--- config.mk ---
export PLATFORM = sky130hd
export DESIGN_NAME = dsm_serial_receiver_decoder_unit
export DESIGN_NICKNAME = d
export VERILOG_FILES = /design/src/sv/dsmsr_pkg.sv /design/src/sv/dsmsr_ram.sv /design/src/sv/dsmsr_front.sv /design/src/sv/dsmsr_back.sv /design/src/sv/dsmsr_rq.sv /design/src/sv/dsm_serial_receiver_decoder_unit.sv
export SDC_FILE = /design/constraint.sdc
export NUM_CORES = 1
export LEC_CHECK = 0
export BUFFER_PORTS_ARGS = -buffer_cell sky130_fd_sc_hd__buf_2
export CAP_MARGIN = 30
export CORE_UTILIZATION = 60
export DETAILED_ROUTE_END_ITERATION = 6
export PLACE_DENSITY = 0.77
export SLEW_MARGIN = 20
export SYNTH_ARGS = -nofsm -noshare
export SYNTH_HDL_FRONTEND = slang
export SYNTH_SLANG_ARGS = --single-unit
--- constraint.sdc ---
create_clock -name clk -period 4.9 [get_ports clk]
set_input_delay 0.735 -clock clk [delete_from_list [all_inputs] [get_ports clk]]
set_output_delay 0.735 -clock clk [all_outputs]
set_load 0.01 [all_outputs]
--- src/sv/dsmsr_pkg.sv ---
// Shared constants, codes and types of the serial receiver frame decoder.
package dsmsr_pkg;

  // Frame geometry and channel store size.
  localparam int FRAME_BYTES     = 16;
  localparam int WORDS_PER_FRAME = 7;
  localparam int NUM_CHANNELS    = 12;

  // The frame buffer keeps bytes in pairs, one 16-bit entry per pair.
  localparam int FRAME_PAIRS = (FRAME_BYTES + 1) / 2;
  localparam int PAIR_W      = (FRAME_PAIRS > 1) ? $clog2(FRAME_PAIRS) : 1;
  localparam int BIDX_W      = $clog2(FRAME_BYTES + 1);
  localparam int SEQ_W       = $clog2(WORDS_PER_FRAME + FRAME_PAIRS + 2);
  localparam int CH_W        = (NUM_CHANNELS > 1) ? $clog2(NUM_CHANNELS) : 1;

  // Byte positions that feed resolution detection.
  localparam logic [BIDX_W-1:0] POS_INFO    = BIDX_W'(1);
  localparam logic [BIDX_W-1:0] POS_WORD0_H = BIDX_W'(2);
  localparam logic [BIDX_W-1:0] POS_WORD0_L = BIDX_W'(3);
  localparam logic [BIDX_W-1:0] POS_WORD1_H = BIDX_W'(4);
  localparam logic [BIDX_W-1:0] POS_WORD1_L = BIDX_W'(5);

  // Input command codes.
  localparam logic [1:0] CMD_BYTE = 2'd0;
  localparam logic [1:0] CMD_TICK = 2'd1;
  localparam logic [1:0] CMD_READ = 2'd2;

  // Channel read status codes.
  localparam logic [1:0] ST_VALID      = 2'd0;
  localparam logic [1:0] ST_TIMEOUT    = 2'd1;
  localparam logic [1:0] ST_NO_CHANNEL = 2'd2;

  // Frame event codes.
  localparam logic [1:0] EV_NONE        = 2'd0;
  localparam logic [1:0] EV_DECODED     = 2'd1;
  localparam logic [1:0] EV_RES_UNKNOWN = 2'd2;
  localparam logic [1:0] EV_FRAME_ERROR = 2'd3;

  // Resolution codes.
  localparam logic [1:0] RES_UNKNOWN = 2'd0;
  localparam logic [1:0] RES_TEN     = 2'd1;
  localparam logic [1:0] RES_ELEVEN  = 2'd2;

  // Configuration register indexes.
  localparam logic [1:0] REG_SECOND_FRAME_MASK    = 2'd0;
  localparam logic [1:0] REG_INFO_RESOLUTION_MASK = 2'd1;
  localparam logic [1:0] REG_SYNC_IDLE_TICKS      = 2'd2;
  localparam logic [1:0] REG_FAILSAFE_TICKS       = 2'd3;

  // A channel word with every bit set carries no channel.
  localparam logic [15:0] WORD_EMPTY = 16'hffff;

  // Classified operation of one input word.
  typedef enum logic [1:0] {
    OP_BYTE,
    OP_TICK,
    OP_READ,
    OP_NONE
  } op_t;

  typedef struct packed {
    op_t        op;
    logic [7:0] data_byte;
    logic [3:0] channel_index;
  } item_t;

  typedef struct packed {
    logic [10:0] channel_value;
    logic [1:0]  channel_status;
    logic [1:0]  frame_event;
    logic        failsafe_fired;
    logic [1:0]  resolution_state;
  } result_t;

  typedef struct packed {
    logic [15:0] second_frame_mask;
    logic [7:0]  info_resolution_mask;
    logic [7:0]  sync_idle_ticks;
    logic [7:0]  failsafe_ticks;
  } cfg_t;

endpackage

--- src/sv/dsmsr_ram.sv ---
// Generic single-port-write, single-port-read RAM with registered read data.
module dsmsr_ram #(
  parameter int WIDTH = 16,
  parameter int DEPTH = 8,
  localparam int AW = (DEPTH > 1) ? $clog2(DEPTH) : 1
) (
  input  logic             clk,
  input  logic             we,
  input  logic [AW-1:0]    waddr,
  input  logic [WIDTH-1:0] wdata,
  input  logic [AW-1:0]    raddr,
  output logic [WIDTH-1:0] rdata
);

  logic [WIDTH-1:0] mem [DEPTH];

  // Write port and registered read port.
  always_ff @(posedge clk) begin
    if (we) begin
      mem[waddr] <= wdata;
    end
    rdata <= mem[raddr];
  end

endmodule

--- src/sv/dsmsr_front.sv ---
// Front end: accepts input words, classifies the command and queues them.
module dsmsr_front import dsmsr_pkg::*; (
  input  logic       clk,
  input  logic       rst,
  input  logic       push,
  output logic       full,
  input  logic [1:0] cmd,
  input  logic [7:0] data_byte,
  input  logic [3:0] channel_index,
  output logic       item_valid,
  output item_t      item,
  input  logic       item_take
);

  item_t      slots [2];
  item_t      incoming;
  logic       wr_ptr;
  logic       rd_ptr;
  logic [1:0] count;
  logic       accept;

  // Classify the command of the incoming word.
  always_comb begin
    incoming.data_byte     = data_byte;
    incoming.channel_index = channel_index;
    unique case (cmd)
      CMD_BYTE: incoming.op = OP_BYTE;
      CMD_TICK: incoming.op = OP_TICK;
      CMD_READ: incoming.op = OP_READ;
      default:  incoming.op = OP_NONE;
    endcase
  end

  assign full       = (count == 2'd2);
  assign accept     = push && !full;
  assign item_valid = (count != 2'd0);
  assign item       = slots[rd_ptr];

  // Queue pointers and fill count.
  always_ff @(posedge clk) begin
    if (rst) begin
      wr_ptr <= 1'b0;
      rd_ptr <= 1'b0;
      count  <= 2'd0;
    end else begin
      if (accept) begin
        wr_ptr <= ~wr_ptr;
      end
      if (item_take) begin
        rd_ptr <= ~rd_ptr;
      end
      count <= count + {1'b0, accept} - {1'b0, item_take};
    end
  end

  // Queue storage.
  always_ff @(posedge clk) begin
    if (accept) begin
      slots[wr_ptr] <= incoming;
    end
  end

endmodule

--- src/sv/dsmsr_back.sv ---
// Back end: frame capture, resolution detection, word unpacking and channel store.
module dsmsr_back import dsmsr_pkg::*; (
  input  logic       clk,
  input  logic       rst,
  input  cfg_t       cfg,
  input  logic       item_valid,
  input  item_t      item,
  output logic       item_take,
  input  logic       res_full,
  output logic       res_push,
  output result_t    res,
  output logic [1:0] resolution
);

  typedef enum logic [1:0] {
    S_RUN,
    S_DETECT,
    S_READ,
    S_WORD
  } state_t;

  localparam logic [3:0] PAT_FIRST_CH  = 4'd1;
  localparam logic [3:0] PAT_SECOND_CH = 4'd5;

  state_t              state;
  logic [7:0]          idle_count;
  logic [7:0]          failsafe_count;
  logic                capturing;
  logic [BIDX_W-1:0]   byte_index;
  logic [1:0]          detected_res;
  logic [NUM_CHANNELS-1:0] fresh;
  logic [10:0]         store [NUM_CHANNELS];
  logic [7:0]          info_byte;
  logic [15:0]         word0;
  logic [15:0]         word1;
  logic [7:0]          hi_byte;
  logic [SEQ_W-1:0]    word_num;
  logic                pair_ok;

  logic                start;
  logic                byte_store;
  logic                last_byte;
  logic                arm;
  logic                fire;
  logic [7:0]          idle_inc;
  logic [7:0]          fs_inc;
  logic                read_ok;
  logic [CH_W-1:0]     read_sel;
  logic [1:0]          detect_res;
  logic [1:0]          res_sel;
  logic [SEQ_W-1:0]    pair_num;
  logic                pair_in;
  logic                ram_we;
  logic [PAIR_W-1:0]   ram_waddr;
  logic [15:0]         ram_wdata;
  logic [15:0]         ram_rdata;
  logic [15:0]         word_cur;
  logic [3:0]          word_ch;
  logic [10:0]         word_val;
  logic                word_skip;
  logic                word_abort;
  logic                word_last;
  logic                word_write;

  // Resolution from the information byte, or from the channel order of words 0 and 1.
  function automatic logic [1:0] detect_resolution(input logic [7:0] info,
                                                   input logic [15:0] w0,
                                                   input logic [15:0] w1,
                                                   input cfg_t c);
    logic       ten;
    logic       eleven;
    logic [1:0] r;
    ten    = (w0[13:10] == PAT_FIRST_CH) && (w1[13:10] == PAT_SECOND_CH);
    eleven = (w0[14:11] == PAT_FIRST_CH) && (w1[14:11] == PAT_SECOND_CH);
    if ((w0 & c.second_frame_mask) != 16'h0000) begin
      r = RES_UNKNOWN;
    end else if (info != 8'h00) begin
      r = ((info & c.info_resolution_mask) != 8'h00) ? RES_ELEVEN : RES_TEN;
    end else if (ten && !eleven) begin
      r = RES_TEN;
    end else if (eleven && !ten) begin
      r = RES_ELEVEN;
    end else begin
      r = RES_UNKNOWN;
    end
    return r;
  endfunction

  // Item start and per-command conditions.
  assign start      = (state == S_RUN) && item_valid && !res_full;
  assign item_take  = start;
  assign byte_store = start && (item.op == OP_BYTE) && capturing &&
                      (int'(byte_index) < FRAME_BYTES);
  assign last_byte  = byte_store && (byte_index == BIDX_W'(FRAME_BYTES - 1));
  assign idle_inc   = idle_count + 8'd1;
  assign fs_inc     = failsafe_count + 8'd1;
  assign arm        = idle_inc > cfg.sync_idle_ticks;
  assign fire       = fs_inc > cfg.failsafe_ticks;
  assign read_ok    = int'(item.channel_index) < NUM_CHANNELS;
  assign read_sel   = item.channel_index[CH_W-1:0];
  assign resolution = detected_res;

  // Resolution detection once the frame is complete.
  assign detect_res = detect_resolution(info_byte, word0, word1, cfg);
  assign res_sel    = (detected_res == RES_UNKNOWN) ? detect_res : detected_res;

  // Frame buffer write: a pair is written when its low byte arrives,
  // or on its high byte when that is the last byte of the frame.
  assign ram_we    = byte_store && (byte_index[0] || last_byte);
  assign ram_waddr = PAIR_W'(byte_index >> 1);
  assign ram_wdata = byte_index[0] ? {hi_byte, item.data_byte} : {item.data_byte, 8'h00};

  // Word unpacking: word w lives in pair w + 1.
  assign pair_num   = word_num + SEQ_W'(1);
  assign pair_in    = int'(pair_num) < FRAME_PAIRS;
  assign word_cur   = pair_ok ? ram_rdata : 16'h0000;
  assign word_ch    = (detected_res == RES_TEN) ? word_cur[13:10] : word_cur[14:11];
  assign word_val   = (detected_res == RES_TEN) ? {1'b0, word_cur[9:0]} : word_cur[10:0];
  assign word_skip  = (word_cur == WORD_EMPTY);
  assign word_abort = !word_skip && (word_num != '0) &&
                      ((word_cur & cfg.second_frame_mask) != 16'h0000);
  assign word_last  = (word_num == SEQ_W'(WORDS_PER_FRAME - 1));
  assign word_write = (state == S_WORD) && !word_skip && !word_abort &&
                      (int'(word_ch) < NUM_CHANNELS);

  dsmsr_ram #(
    .WIDTH (16),
    .DEPTH (FRAME_PAIRS)
  ) u_frame_ram (
    .clk   (clk),
    .we    (ram_we),
    .waddr (ram_waddr),
    .wdata (ram_wdata),
    .raddr (pair_num[PAIR_W-1:0]),
    .rdata (ram_rdata)
  );

  // Result word for the current step.
  always_comb begin
    res                  = '0;
    res.resolution_state = detected_res;
    res_push             = 1'b0;
    unique case (state)
      S_RUN: begin
        if (start && !last_byte) begin
          res_push = 1'b1;
          unique case (item.op)
            OP_READ: begin
              if (!read_ok) begin
                res.channel_status = ST_NO_CHANNEL;
              end else if (!fresh[read_sel]) begin
                res.channel_status = ST_TIMEOUT;
              end else begin
                res.channel_status = ST_VALID;
                res.channel_value  = store[read_sel];
              end
            end
            OP_TICK: res.failsafe_fired = fire;
            OP_BYTE, OP_NONE: begin
            end
          endcase
        end
      end
      S_DETECT: begin
        res.resolution_state = res_sel;
        if (res_sel == RES_UNKNOWN) begin
          res_push        = 1'b1;
          res.frame_event = EV_RES_UNKNOWN;
        end
      end
      S_READ: begin
      end
      S_WORD: begin
        if (word_abort) begin
          res_push        = 1'b1;
          res.frame_event = EV_FRAME_ERROR;
        end else if (word_last) begin
          res_push        = 1'b1;
          res.frame_event = EV_DECODED;
        end
      end
    endcase
  end

  // Sequencer and control state.
  always_ff @(posedge clk) begin
    if (rst) begin
      state          <= S_RUN;
      idle_count     <= 8'd0;
      failsafe_count <= 8'd0;
      capturing      <= 1'b0;
      byte_index     <= '0;
      detected_res   <= RES_UNKNOWN;
      fresh          <= '0;
      word_num       <= '0;
    end else begin
      unique case (state)
        S_RUN: begin
          if (start) begin
            unique case (item.op)
              OP_BYTE: begin
                idle_count <= 8'd0;
                if (byte_store) begin
                  byte_index <= byte_index + BIDX_W'(1);
                  if (last_byte) begin
                    capturing <= 1'b0;
                    state     <= S_DETECT;
                  end
                end
              end
              OP_TICK: begin
                if (arm) begin
                  capturing  <= 1'b1;
                  byte_index <= '0;
                  idle_count <= 8'd0;
                end else begin
                  idle_count <= idle_inc;
                end
                if (fire) begin
                  fresh          <= '0;
                  failsafe_count <= 8'd0;
                end else begin
                  failsafe_count <= fs_inc;
                end
              end
              OP_READ, OP_NONE: begin
              end
            endcase
          end
        end
        S_DETECT: begin
          detected_res <= res_sel;
          word_num     <= '0;
          if (res_sel == RES_UNKNOWN) begin
            state <= S_RUN;
          end else begin
            state <= S_READ;
          end
        end
        S_READ: begin
          state <= S_WORD;
        end
        S_WORD: begin
          if (word_write) begin
            fresh[word_ch[CH_W-1:0]] <= 1'b1;
          end
          if (word_abort) begin
            state <= S_RUN;
          end else if (word_last) begin
            failsafe_count <= 8'd0;
            state          <= S_RUN;
          end else begin
            word_num <= word_num + SEQ_W'(1);
            state    <= S_READ;
          end
        end
      endcase
    end
  end

  // Channel values and frame header bytes.
  always_ff @(posedge clk) begin
    if (word_write) begin
      store[word_ch[CH_W-1:0]] <= word_val;
    end
    if (state == S_READ) begin
      pair_ok <= pair_in;
    end
    if (start && (item.op == OP_TICK) && arm) begin
      // Header bytes past the end of a short frame read as zero.
      word0 <= 16'h0000;
      word1 <= 16'h0000;
    end
    if (byte_store) begin
      hi_byte <= item.data_byte;
      if (byte_index == POS_INFO) begin
        info_byte <= item.data_byte;
      end
      if (byte_index == POS_WORD0_H) begin
        word0[15:8] <= item.data_byte;
      end
      if (byte_index == POS_WORD0_L) begin
        word0[7:0] <= item.data_byte;
      end
      if (byte_index == POS_WORD1_H) begin
        word1[15:8] <= item.data_byte;
      end
      if (byte_index == POS_WORD1_L) begin
        word1[7:0] <= item.data_byte;
      end
    end
  end

endmodule

--- src/sv/dsmsr_rq.sv ---
// Result queue: holds finished result words until they are popped.
module dsmsr_rq import dsmsr_pkg::*; (
  input  logic    clk,
  input  logic    rst,
  input  logic    res_push,
  input  result_t res_in,
  output logic    res_full,
  output logic    empty,
  input  logic    pop,
  output result_t res_out
);

  result_t    slots [2];
  logic       wr_ptr;
  logic       rd_ptr;
  logic [1:0] count;
  logic       take;

  assign res_full = (count == 2'd2);
  assign empty    = (count == 2'd0);
  assign take     = pop && !empty;
  assign res_out  = slots[rd_ptr];

  // Queue pointers and fill count.
  always_ff @(posedge clk) begin
    if (rst) begin
      wr_ptr <= 1'b0;
      rd_ptr <= 1'b0;
      count  <= 2'd0;
    end else begin
      if (res_push) begin
        wr_ptr <= ~wr_ptr;
      end
      if (take) begin
        rd_ptr <= ~rd_ptr;
      end
      count <= count + {1'b0, res_push} - {1'b0, take};
    end
  end

  // Queue storage.
  always_ff @(posedge clk) begin
    if (res_push) begin
      slots[wr_ptr] <= res_in;
    end
  end

endmodule

--- src/sv/dsm_serial_receiver_decoder_unit.sv ---
// Top level of the serial receiver frame decoder: configuration registers and block wiring.
//
// Input words (received byte, timer tick or channel read) are pushed into a two-entry
// queue and carried out one at a time by the execution stage; every word yields exactly
// one result word, which waits in a two-entry result queue until popped. A tick, a read
// or a byte that does not complete a frame has its result queued as it is taken. The
// byte that completes a frame is followed by resolution detection and then by a read and
// an unpacking step per channel word, set by the single registered read port of the frame
// buffer RAM, ending early when the frame is aborted or its resolution cannot be found.
// A queued result can be popped in the cycle after it is pushed. The user must write
// configuration registers only while no word is in flight; the block does not enforce it.
module dsm_serial_receiver_decoder_unit import dsmsr_pkg::*; (
  input  logic        clk,
  input  logic        rst,
  input  logic        push,
  output logic        full,
  input  logic [1:0]  cmd,
  input  logic [7:0]  data_byte,
  input  logic [3:0]  channel_index,
  output logic        empty,
  input  logic        pop,
  output logic [10:0] channel_value,
  output logic [1:0]  channel_status,
  output logic [1:0]  frame_event,
  output logic        failsafe_fired,
  output logic [1:0]  resolution_state,
  input  logic        cfg_we,
  input  logic [1:0]  cfg_index,
  input  logic [15:0] cfg_data
);

  cfg_t       cfg;
  logic       item_valid;
  item_t      item;
  logic       item_take;
  logic       rq_full;
  logic       back_push;
  result_t    back_res;
  result_t    rq_res;
  logic [1:0] resolution;

  // Configuration registers.
  always_ff @(posedge clk) begin
    if (rst) begin
      cfg.second_frame_mask    <= 16'h8000;
      cfg.info_resolution_mask <= 8'h10;
      cfg.sync_idle_ticks      <= 8'd4;
      cfg.failsafe_ticks       <= 8'd64;
    end else if (cfg_we) begin
      unique case (cfg_index)
        REG_SECOND_FRAME_MASK:    cfg.second_frame_mask    <= cfg_data;
        REG_INFO_RESOLUTION_MASK: cfg.info_resolution_mask <= cfg_data[7:0];
        REG_SYNC_IDLE_TICKS:      cfg.sync_idle_ticks      <= cfg_data[7:0];
        REG_FAILSAFE_TICKS:       cfg.failsafe_ticks       <= cfg_data[7:0];
      endcase
    end
  end

  dsmsr_front u_front (
    .clk           (clk),
    .rst           (rst),
    .push          (push),
    .full          (full),
    .cmd           (cmd),
    .data_byte     (data_byte),
    .channel_index (channel_index),
    .item_valid    (item_valid),
    .item          (item),
    .item_take     (item_take)
  );

  dsmsr_back u_back (
    .clk        (clk),
    .rst        (rst),
    .cfg        (cfg),
    .item_valid (item_valid),
    .item       (item),
    .item_take  (item_take),
    .res_full   (rq_full),
    .res_push   (back_push),
    .res        (back_res),
    .resolution (resolution)
  );

  dsmsr_rq u_rq (
    .clk      (clk),
    .rst      (rst),
    .res_push (back_push),
    .res_in   (back_res),
    .res_full (rq_full),
    .empty    (empty),
    .pop      (pop),
    .res_out  (rq_res)
  );

  // Result fields.
  assign channel_value    = rq_res.channel_value;
  assign channel_status   = rq_res.channel_status;
  assign frame_event      = rq_res.frame_event;
  assign failsafe_fired   = rq_res.failsafe_fired;
  assign resolution_state = rq_res.resolution_state;

  // The execution stage never queues a result into a full result queue.
  a_no_push_when_full: assert property (@(posedge clk) disable iff (rst)
    !(back_push && rq_full))
    else $error("result pushed while result queue full");

  // Once detected, the resolution is kept.
  a_resolution_sticky: assert property (@(posedge clk) disable iff (rst)
    (resolution != RES_UNKNOWN) |=> (resolution != RES_UNKNOWN))
    else $error("detected resolution returned to unknown");

  // A frame result carries no channel read and no failsafe mark.
  a_event_alone: assert property (@(posedge clk) disable iff (rst)
    (back_push && (back_res.frame_event != EV_NONE)) |->
      (!back_res.failsafe_fired && (back_res.channel_status == ST_VALID) &&
       (back_res.channel_value == 11'd0)))
    else $error("frame result mixed with other fields");

endmodule

==> metrics.txt <==
Num CTS Buffers=47; Syn Area/Cell=13.8 sq um; Crit Path Max Fanout=20; Pwr Density=444 mW/mm^2; Clock Latency Late Sink=0.56 ns; initial antenna violation count=1; area grow syn2layout=12.0%; # IOs=57; core area=0.0316 sq mm; drt wl/cell=21.7 microns; NumNets Final=1541; GR Overflow Total=0; min Tclk post-route=3.28 ns; clock skew=0.0254 ns; Post-CTS Resized=0; outcome=completed; Synth Register Bits=471; drt via density=6.12; worst min path class=input pin to register; endpoint type of the worst setup path=register; Yosys warnings=0; Worst Setup Start Kind=register; Finished Core Util=0.684; total clock sinks=471; largest net degree at the start of global routing=45; unrepaired setup endpoints after global routing=no; Filler cells=2155; clock-pin slew on the worst setup and hold paths=0.06 ns; syn nets=1464; Post-Syn Area=0.0193 sq mm; H-tree levels=2; initial drt markers=1106; DRT Pass-1 Iters=7; CP Data Required Time=5.17 ns; Total GRT Usage=0.259; share of layout cells above drive strength 1=0.197; crit path DAT=3.55 ns; Max transition margin=0.373; Root Driver=clkbuf_16; Post-Syn Instances=1397; routed vias=11702; max-cap viol count=0; Setup Crit Path Kind=register to register; Async SR Flop Fraction=0; worst-margin pin slew=0.940 ns; # setup viols final=0; post-cts hold buffer count=0; setup ws final=1.62 ns; Synth cell types=78; Site Rows=65; hold violation total from the final report=0; most used flip-flop cell after synthesis=edfxtp_1; CTS tree=built; Max Fclk=0.304 GHz; sequential share of the synthesized area=0.667; Initial Utilization=0.610; Leakage=7.51 nW; Die Y=181 microns; worst-case clock buffer depth=3; post-placement setup slack=1.59 ns; antenna viol nets, final=0; fin crit share=0.670; DRT Wirelength=41.6 mm; setup TNS=0 ns; Die W=181 microns; total die area=0.0328 sq mm; Slew Limit Fails=0; DRC viols=0; first-pass GRT wire length=64.7 mm; Post-synth EDFFs=341; Port Buffers=56; VDD IR-drop max=0.000292 V; HPWL after DPL=27.9 mm; Total Power=9.58 mW; # diodes=0; setup bufs post-CTS=0; RePlAce Congestion=0.874; vias in the first global route=11484
==> path summary, 6_finish.rpt <==
| kind | startpoint | cells after the start | to | slack (ns) |
|---|---|---|---|---|
| worst max-delay path | register | 6 | u_rq.slots[1][15] | 1.62 |
| worst min-delay path | data_byte[7] | 1 | u_front.slots[1][11] | 0.36 |
| worst max register to register | register | 6 | u_rq.slots[1][15] | 1.62 |
| worst min register to register | cfg[5] | 2 | cfg[5] | 0.46 |
==> per-stage QoR <==
stage          instances  hold WS (ns)  area [sq um]
6_report            1913         0.362         21600
5_1_grt             1913         0.351         21600
4_1_cts             1912         0.350         21600
3_5_place_dp        1826         0.446         20100
3_3_place_gp        1824         0.442         20100
2_1_floorplan       1397         0.430         19300
==> synth_stat cells (20+ instances only) <==
cell type | count | area [sq um]
nor2_1 | 73 | 274
mux2_2 | 46 | 518
ha_1 | 30 | 375
inv_1 | 40 | 150
dfxtp_1 | 130 | 2600
clkbuf_1 | 42 | 158
nor3_1 | 20 | 100
nand3_1 | 41 | 205
nand2_1 | 212 | 796
edfxtp_1 | 341 | 10200
a21oi_1 | 54 | 270
mux4_2 | 48 | 1080
==> placed cells by master, fill, tap and decap left out, types with 16 or more instances in the layout <==
cell type  synthesis  final
ha_1              30     30
clkbuf_16          0     47
mux2_2            46     46
edfxtp_1         341    341
buf_4              4     35
nor2_1            73     73
a22oi_1           17     17
a21oi_1           54     54
o2bb2ai_1         16     16
buf_2              9     56
nand2_1          212    212
dfxtp_1          130    129
inv_1             40     40
a31oi_1           16     16
mux4_2            48     48
and3_1            18     18
nand3_1           41     41
xnor2_1           16     16
o21ai_0           17     16
==> report_power, final <==
group / leakage [nW] / total (mW) / switching (mW) / internal, mW
Combinational: 2.64 / 1.56 / 0.964 / 0.600
Clock: 0.703 / 3.39 / 1.47 / 1.92
Sequential: 4.16 / 4.63 / 0.113 / 4.52
==> layer usage <==
metal | part of all wire | GRT usage | vias to the layer above
met5 | 0 | 0 | -
met4 | 0.023 | 0.0769 | 0
met3 | 0.060 | 0.0385 | 79
met2 | 0.50 | 0.434 | 463
met1 | 0.42 | 0.352 | 5791
li1 | - | - | 5369
==> registers in the layout, indices dropped and copies added, names as in the netlist, 12 cells and up, named ones only <==
name                      count
u_back.fresh                 12
u_front.slots                28
u_back.store                132
cfg                          40
u_rq.slots                   36
u_back.u_frame_ram.mem      128
u_back.word0                 16
u_back.u_frame_ram.rdata     16
==> layout make-up <==
type                            count  area, sq um  share of cell area
Sequential cell                   471        12800               0.595
Timing Repair Buffer               92          554              0.0257
Clock inverter                     26          201             0.00934
Inverter                           41          154             0.00714
Tap cell                          402          503              0.0233
Multi-Input combinational cell    821         6060               0.281
Clock buffer                       60         1250              0.0582
==> critical path, stage by stage, from the launching register on <==
cell      delay, ns
dfxtp_1        0.72
mux2i_4        0.85
mux4_2         0.60
mux2i_1        0.20
o21ai_1        0.08
nand2b_1       0.39
a211oi_1       0.16
==> cell families (layout without fill, tap and decap cells) <==
logic type	count (synthesis)	count (layout)	share of synthesized area
AO/OA/AOI/OAI	200	200	0.0724
AND/OR/NAND/NOR	454	454	0.113
buffers and inverters	105	219	0.0234
multiplexers	110	110	0.0929
adder cells (fa/ha/maj)	30	30	0.0195
flip-flops	471	471	0.667
XOR/XNOR	27	27	0.0123
No activity file was read; power rests on OpenSTA's default activity.
